[config.mk]
export PLATFORM = sky130hd
export DESIGN_NAME = sha1_single_block_digest_core
export DESIGN_NICKNAME = d
export VERILOG_FILES = /design/src/hw/rtl/sha1sbd_pkg.sv /design/src/hw/rtl/sha1sbd_ctrl.sv /design/src/hw/rtl/sha1sbd_datapath.sv /design/src/hw/rtl/sha1_single_block_digest_core.sv
export SDC_FILE = /design/constraint.sdc
export NUM_CORES = 1
export LEC_CHECK = 0
export BUFFER_PORTS_ARGS = -buffer_cell sky130_fd_sc_hd__buf_2
export CELL_PAD_IN_SITES_DETAIL_PLACEMENT = 1
export CELL_PAD_IN_SITES_GLOBAL_PLACEMENT = 1
export CORE_AREA = 2 2 339 274
export CTS_CLUSTER_SIZE = 8
export DETAILED_ROUTE_END_ITERATION = 10
export DIE_AREA = 0 0 341 276
export PLACE_DENSITY = 0.74
export RECOVER_POWER = 50
export SLEW_MARGIN = 20
export SYNTH_ARGS = -nofsm -noshare
export SYNTH_HDL_FRONTEND = slang
export SYNTH_SLANG_ARGS = --single-unit
[constraint.sdc]
create_clock -name aclk -period 37.6 [get_ports aclk]
set_input_delay 3.76 -clock aclk [delete_from_list [all_inputs] [get_ports aclk]]
set_output_delay 3.76 -clock aclk [all_outputs]
set_load 0.005 [all_outputs]
[src/hw/rtl/sha1sbd_pkg.sv]
// Shared types, constants and round functions for the SHA-1 block digest core.
// Used by the controller, the datapath and the top level; no dependencies.
`timescale 1ns / 1ps

package sha1sbd_pkg;

    localparam int unsigned WORD_W   = 32;
    localparam int unsigned HASH_N   = 5;
    localparam int unsigned SCHED_N  = 16;
    localparam int unsigned DIGEST_W = WORD_W * HASH_N;
    localparam int unsigned RND_W    = 7;

    localparam logic [RND_W-1:0] LAST_WORD  = 7'd15;
    localparam logic [RND_W-1:0] LAST_ROUND = 7'd79;

    // Round constants
    localparam logic [WORD_W-1:0] K_CH    = 32'h5A827999;
    localparam logic [WORD_W-1:0] K_PAR_A = 32'h6ED9EBA1;
    localparam logic [WORD_W-1:0] K_MAJ   = 32'h8F1BBCDC;
    localparam logic [WORD_W-1:0] K_PAR_B = 32'hCA62C1D6;

    // Initial hash value
    localparam logic [WORD_W-1:0] IV0 = 32'h67452301;
    localparam logic [WORD_W-1:0] IV1 = 32'hEFCDAB89;
    localparam logic [WORD_W-1:0] IV2 = 32'h98BADCFE;
    localparam logic [WORD_W-1:0] IV3 = 32'h10325476;
    localparam logic [WORD_W-1:0] IV4 = 32'hC3D2E1F0;

    // Round function group, one per twenty rounds
    typedef enum logic [1:0] {
        FN_CH    = 2'd0,
        FN_PAR_A = 2'd1,
        FN_MAJ   = 2'd2,
        FN_PAR_B = 2'd3
    } fsel_t;

    // Controller to datapath commands
    typedef struct packed {
        logic  round_en;   // run one round this cycle
        logic  init;       // start from the initial hash value
        logic  use_input;  // round word comes from the input item
        fsel_t fsel;       // round function group
        logic  capture;    // load the digest output register
    } cmd_t;

    function automatic logic [WORD_W-1:0] round_k(input fsel_t fsel);
        logic [WORD_W-1:0] k;
        case (fsel)
            FN_CH:    k = K_CH;
            FN_PAR_A: k = K_PAR_A;
            FN_MAJ:   k = K_MAJ;
            FN_PAR_B: k = K_PAR_B;
            default:  k = K_CH;
        endcase
        return k;
    endfunction

    function automatic logic [WORD_W-1:0] round_f(input fsel_t fsel,
                                                  input logic [WORD_W-1:0] b,
                                                  input logic [WORD_W-1:0] c,
                                                  input logic [WORD_W-1:0] d);
        logic [WORD_W-1:0] f;
        case (fsel)
            FN_CH:    f = (b & c) | (~b & d);
            FN_MAJ:   f = (b & c) | (b & d) | (c & d);
            FN_PAR_A: f = b ^ c ^ d;
            FN_PAR_B: f = b ^ c ^ d;
            default:  f = b ^ c ^ d;
        endcase
        return f;
    endfunction

endpackage

[src/hw/rtl/sha1sbd_ctrl.sv]
// Controller for the SHA-1 block digest core: word loading, round sequencing
// and the output valid flag. Depends on sha1sbd_pkg.
`timescale 1ns / 1ps

module sha1sbd_ctrl (
    input  logic               aclk,
    input  logic               aresetn,
    input  logic               s_tvalid,
    output logic               s_tready,
    output logic               m_tvalid,
    input  logic               m_tready,
    output sha1sbd_pkg::cmd_t  cmd
);
    import sha1sbd_pkg::*;

    typedef enum logic [2:0] {
        ST_LOAD  = 3'b001,
        ST_ROUND = 3'b010,
        ST_FLUSH = 3'b100
    } state_t;

    state_t           state_reg, state_next;
    logic [RND_W-1:0] rnd_reg, rnd_next;
    logic             m_tvalid_reg, m_tvalid_next;
    logic             s_accept;
    logic             out_free;
    fsel_t            fsel;

    assign s_tready = (state_reg == ST_LOAD);
    assign s_accept = s_tvalid && s_tready;
    assign out_free = !m_tvalid_reg || m_tready;
    assign m_tvalid = m_tvalid_reg;

    // Pick the round function group from the round index
    always_comb begin
        if (rnd_reg inside {[7'd0:7'd19]}) begin
            fsel = FN_CH;
        end else if (rnd_reg inside {[7'd20:7'd39]}) begin
            fsel = FN_PAR_A;
        end else if (rnd_reg inside {[7'd40:7'd59]}) begin
            fsel = FN_MAJ;
        end else begin
            fsel = FN_PAR_B;
        end
    end

    // Drive datapath commands
    always_comb begin
        cmd.round_en  = s_accept || (state_reg == ST_ROUND);
        cmd.init      = (state_reg == ST_LOAD) && (rnd_reg == '0);
        cmd.use_input = (state_reg == ST_LOAD);
        cmd.fsel      = fsel;
        cmd.capture   = (state_reg == ST_FLUSH) && out_free;
    end

    // Advance through load, rounds and flush
    always_comb begin
        state_next    = state_reg;
        rnd_next      = rnd_reg;
        m_tvalid_next = m_tvalid_reg;
        if (m_tready) begin
            m_tvalid_next = 1'b0;
        end
        case (state_reg)
            ST_LOAD: begin
                if (s_accept) begin
                    rnd_next = rnd_reg + 7'd1;
                    if (rnd_reg == LAST_WORD) begin
                        state_next = ST_ROUND;
                    end
                end
            end
            ST_ROUND: begin
                if (rnd_reg == LAST_ROUND) begin
                    rnd_next   = '0;
                    state_next = ST_FLUSH;
                end else begin
                    rnd_next = rnd_reg + 7'd1;
                end
            end
            ST_FLUSH: begin
                if (out_free) begin
                    m_tvalid_next = 1'b1;
                    state_next    = ST_LOAD;
                end
            end
            default: begin
                state_next = ST_LOAD;
                rnd_next   = '0;
            end
        endcase
    end

    always_ff @(posedge aclk) begin
        if (!aresetn) begin
            state_reg    <= ST_LOAD;
            rnd_reg      <= '0;
            m_tvalid_reg <= 1'b0;
        end else begin
            state_reg    <= state_next;
            rnd_reg      <= rnd_next;
            m_tvalid_reg <= m_tvalid_next;
        end
    end

endmodule

[src/hw/rtl/sha1sbd_datapath.sv]
// Datapath for the SHA-1 block digest core: rolling message schedule,
// working registers, one round per cycle while cmd.round_en is set, and the
// digest output register. Depends on sha1sbd_pkg.
`timescale 1ns / 1ps

module sha1sbd_datapath (
    input  logic                                aclk,
    input  sha1sbd_pkg::cmd_t                   cmd,
    input  logic [sha1sbd_pkg::WORD_W-1:0]      word_in,
    output logic [sha1sbd_pkg::DIGEST_W-1:0]    digest
);
    import sha1sbd_pkg::*;

    // sched_reg[0] holds the newest schedule word
    logic [WORD_W-1:0] sched_reg [SCHED_N];
    logic [WORD_W-1:0] a_reg, b_reg, c_reg, d_reg, e_reg;
    logic [WORD_W-1:0] a_in, b_in, c_in, d_in, e_in;
    logic [WORD_W-1:0] w_mix, w_cur, sum;
    logic [DIGEST_W-1:0] digest_reg;

    // Select round inputs: initial value on the first word of a block
    always_comb begin
        a_in = cmd.init ? IV0 : a_reg;
        b_in = cmd.init ? IV1 : b_reg;
        c_in = cmd.init ? IV2 : c_reg;
        d_in = cmd.init ? IV3 : d_reg;
        e_in = cmd.init ? IV4 : e_reg;
    end

    // Expand the schedule from the t-3, t-8, t-14 and t-16 taps
    assign w_mix = sched_reg[2] ^ sched_reg[7] ^ sched_reg[13] ^ sched_reg[15];
    assign w_cur = cmd.use_input ? word_in : {w_mix[WORD_W-2:0], w_mix[WORD_W-1]};

    assign sum = {a_in[WORD_W-6:0], a_in[WORD_W-1:WORD_W-5]}
               + round_f(cmd.fsel, b_in, c_in, d_in)
               + e_in + round_k(cmd.fsel) + w_cur;

    // Run one round and shift the schedule
    always_ff @(posedge aclk) begin
        if (cmd.round_en) begin
            a_reg <= sum;
            b_reg <= a_in;
            c_reg <= {b_in[1:0], b_in[WORD_W-1:2]};
            d_reg <= c_in;
            e_reg <= d_in;
            sched_reg[0] <= w_cur;
            for (int i = 1; i < SCHED_N; i++) begin
                sched_reg[i] <= sched_reg[i-1];
            end
        end
    end

    // Hold the finished digest until taken
    always_ff @(posedge aclk) begin
        if (cmd.capture) begin
            digest_reg <= {IV4 + e_reg, IV3 + d_reg, IV2 + c_reg,
                           IV1 + b_reg, IV0 + a_reg};
        end
    end

    assign digest = digest_reg;

endmodule

[src/hw/rtl/sha1_single_block_digest_core.sv]
// SHA-1 single block digest core: sixteen words in, one five-word digest out.
// A block passes through the load of its sixteen words, rounds 16 to 79 on the
// one round unit, and a flush that shows the digest; no word of the next block is
// taken before that flush, and a waiting digest stalls flush.
// Reset: aresetn synchronous, active low; clears the controller and m_tvalid.
// Depends on sha1sbd_pkg, sha1sbd_ctrl and sha1sbd_datapath.
`timescale 1ns / 1ps

module sha1_single_block_digest_core (
    input  logic                                aclk,
    input  logic                                aresetn,
    input  logic                                s_tvalid,
    output logic                                s_tready,
    input  logic [sha1sbd_pkg::WORD_W-1:0]      s_tdata,   // [31:0] word
    output logic                                m_tvalid,
    input  logic                                m_tready,
    output logic [sha1sbd_pkg::DIGEST_W-1:0]    m_tdata    // digest0..digest4, 32 bits each
);
    import sha1sbd_pkg::*;

    cmd_t cmd;

    sha1sbd_ctrl u_ctrl (
        .aclk     (aclk),
        .aresetn  (aresetn),
        .s_tvalid (s_tvalid),
        .s_tready (s_tready),
        .m_tvalid (m_tvalid),
        .m_tready (m_tready),
        .cmd      (cmd)
    );

    sha1sbd_datapath u_datapath (
        .aclk    (aclk),
        .cmd     (cmd),
        .word_in (s_tdata),
        .digest  (m_tdata)
    );

endmodule

==> impl_metrics.yaml <==
critical_path:
  r2r-start: "u_ctrl.state_reg[1]"
  worstPathCellList: "nor2b_1 > nor2b_1 > nand3_1 > clkbuf_1 > clkbuf_1 > nand2b_1 > fa_1 > a221oi_1 > a21oi_1 > fa_1 > inv_1 > fa_1 > inv_1 > fa_1 > ha_1 > and3_1 > and3_1 > a21oi_1 > o311ai_0 > a21oi_1 > xor2_1"
  crit_path_frequent_cell: "fa_1"
  reg2regPathDepth: 21
  cp_max_fo: 66
  path_class: "reg -> reg"
  worst_setup_path_end_kind: "flop"
  worst_r2r_dst: "u_datapath.a_reg[31]"
  start_kind: "flop"
  setup.reg_to_reg.worst_slack_ns: 27.10
  timing.critical_path.max_delay_family: "buffers and inverters"
  cp_data_arrival_time_ns: 10.91
  worst_ep_required_time_ns: 38.01
  critical-path-max-stage-delay_ns: 2.21
  critPathSlowestCell: "clkbuf_1"
  critical_path_buf_inv_count: 4
sta:
  count_of_endpoints_failing_hold_in_the_final_timing_report: 0
  rsz0062_at_grt: "false"
  maxSlewViolCount: 255
  final.hold.worst_slack_ns: 0.381
  period_share_pct: 27.9
  slew_headroom_pct: -103
  clock-skew-final_ns: 0.0556
  post-route-min-period_ns: 10.50
  timing.setup.tns_ns: 0
  clock.fmax_mhz: 95.3
  max_slew.worst_pin.slew_ns: 3.05
  finalWorstSetupSlack_ns: 27.10
  report.final.setup_viol: 0
pwr:
  power-per-cell-area_nw_per_um2: 64.9
  leakage_nw: 15.2
  report.power.total_mw: 2.70
  max-vdd-ir-drop_mv: 0.0506
yosys:
  ys_top_cells_by_area: "edfxtp_1 69%, fa_1 6.7%, xnor2_1 4.9%"
  list_of_most_frequent_post_synthesis_cells: "832 x edfxtp_1, 211 x inv_1, 202 x xnor2_1, 154 x nand2_1, 120 x fa_1"
  synth.top_cell.area_share_pct: 69.4
  netlist.top_cell.by_area: "edfxtp_1"
  synthesis.area_um2: 36000
  synth.yosys.warnings: 0
  syn_nets: 2525
  synth_top_flop_cell: "edfxtp_1"
  synth_edf_count: 832
  synth-async-reset-ratio_pct: 0
  ys_types: 70
  synth-seq-cells: 843
  leading_cell_type_by_number_of_instances_after_synthesis: "edfxtp_1"
  syn_area_per_cell_um2: 15.5
  seq_area_frac_synth_pct: 70.0
  netlist_instances: 2318
finish:
  post_route_design_area_um2: 41600
  nets: 2812
  post_layout_nonfiller_instances: 3835
  finish.utilization_pct: 46.0
  largest_reg_flops: 512
  fillCellCount: 8864
  final_layout_size_suffix_gt1_share_pct: 13.3
  area_growth_pct: 15.6
min_path:
  hp-start: "u_datapath.sched_reg[0][15]"
  min_delay_worst_endpoint: "u_datapath.sched_reg[1][15]"
  min_delay_path_depth: 0
  hp-class: "reg -> reg"
global_routing:
  grt_pass1_vias: 21412
  track_usage_pct: 19.3
  grt_remaining_overflow: 0
  largest_net_degree_at_the_start_of_global_routing: 218
  grt_first_pass_wirelength_mm: 137
  antenna_found_initial: 10
clock_network:
  cts.hold.buffers_added: 0
  cts_inserted_buffers: 115
  clkSinkCount: 843
  insertion_delay_ns: 0.71
  cts_tree: "done"
  post_cts.repair.setup_buffers: 0
  cts_buffer_depth: 3
  clock_tree.root_cell: "clkbuf_16"
  htree_num_levels: 3
  cts_repair_resize_count: 0
  clk_pin_slew_ns: 0.06
routing:
  drt_first_pass_iters: 5
  initialDrtViolationCount: 1717
  postRouteWirelength_mm: 90.2
  route.antenna.remaining_nets: 0
  routed-via-count: 19867
  wl_per_cell_um: 23.5
  detail_route.vias_per_cell: 5.18
  drc: 0
floorplanning:
  die_h_um: 276
  initial_core_utilization_pct: 39.8
  floorplan.io_pins: 198
  core_region_area_um2: 90500
  rows: 99
  dieArea_um2: 94100
  die_width_um: 341
place:
  dpl_cell_area_um2: 38500
  dp.cells: 3698
  setup_slack_at_placement_ns: 28.58
  port_buffers: 197
  hpwl_mm: 63.2
  global_placer_s_final_weighted_congestion: 0.858
run_status:
  violated_checks: "capacitance limit, slew limit"
  status: "finished with violations"
job:
  drv.max_cap_violation_count: 6
-- final cells by class --
type | count | area (µm²) | share of cell area, %
inverter | 212 | 796 | 1.91
sequential | 843 | 25200 | 60.5
antenna | 2 | 5.00 | 0.0120
multi-input combinational | 1217 | 9800 | 23.5
tap | 1212 | 1520 | 3.64
clock buffer | 125 | 2920 | 7.00
clock inverter | 8 | 240 | 0.577
timing repair buffer | 216 | 1170 | 2.80
-- cell usage in the layout (no fill, tap or decap), types with 14 or more instances in the layout --
master | Yosys | routed
fa_1 | 120 | 120
o21a_1 | 19 | 19
edfxtp_1 | 832 | 832
a31oi_1 | 14 | 14
ha_1 | 51 | 51
clkbuf_16 | 0 | 115
inv_1 | 211 | 211
buf_2 | 0 | 190
nand3_1 | 22 | 22
o21ai_0 | 68 | 77
nor3_1 | 14 | 14
a21oi_1 | 60 | 61
xnor2_1 | 202 | 202
and2_0 | 0 | 37
and2_1 | 53 | 16
nor2_1 | 100 | 100
xor2_1 | 63 | 63
clkbuf_1 | 43 | 23
nand2_1 | 154 | 154
nand2b_1 | 64 | 64
-- logic make-up (layout without fill, tap and decap cells) --
| logic type | Yosys count | count (layout) | share of synthesized area, % |
|---|---|---|---|
| AOI/OAI and AO/OA | 287 | 287 | 5.28 |
| xor gates and xnor gates | 265 | 265 | 6.45 |
| adders and majority gates | 171 | 171 | 8.44 |
| buffers and inverters | 258 | 561 | 2.69 |
| DFF | 843 | 843 | 70.0 |
| muxes | 23 | 23 | 0.681 |
| other | 0 | 2 | 0 |
| and+or+nand+nor | 471 | 471 | 6.47 |
-- power breakdown --
| part | total [mW] | internal [mW] | leakage [nW] | switching (mW) |
|---|---|---|---|---|
| logic | 0.506 | 0.205 | 5.63 | 0.301 |
| registers | 1.26 | 1.18 | 8.01 | 0.0863 |
| clock network | 0.935 | 0.549 | 1.52 | 0.386 |
-- worst register-to-register path: cells and delay by family (launching register included) --
kind | cells | cell delay, ns
buffers and inverters | 4 | 4.10
adder cells (fa/ha/maj) | 5 | 2.58
AND/OR/NAND/NOR | 6 | 2.21
AO/OA/AOI/OAI | 5 | 0.84
flip-flops | 1 | 0.41
XOR/XNOR | 1 | 0.08
-- how the worst max path moves through the flow --
stage,startpoint,endpoint,depth (start not counted)
floorplan,s_tvalid,u_datapath.a_reg[0],2
global placement,s_tdata[2],u_datapath.a_reg[29],17
detailed placement,s_tdata[2],u_datapath.a_reg[29],17
CTS,s_tdata[2],u_datapath.a_reg[29],17
global route,u_ctrl.state_reg[1],u_datapath.a_reg[29],18
finish,u_ctrl.state_reg[1],u_datapath.a_reg[31],21
-- layer usage --
metal	vias to the layer above	wire length [µm]	GRT usage [%]
li1	8783	-	-
met1	10328	41400	28.4
met2	608	40800	29.4
met3	148	5730	3.68
met4	0	2320	5.63
met5	-	0	0
Note: power is estimated with default switching activity, not from simulation.
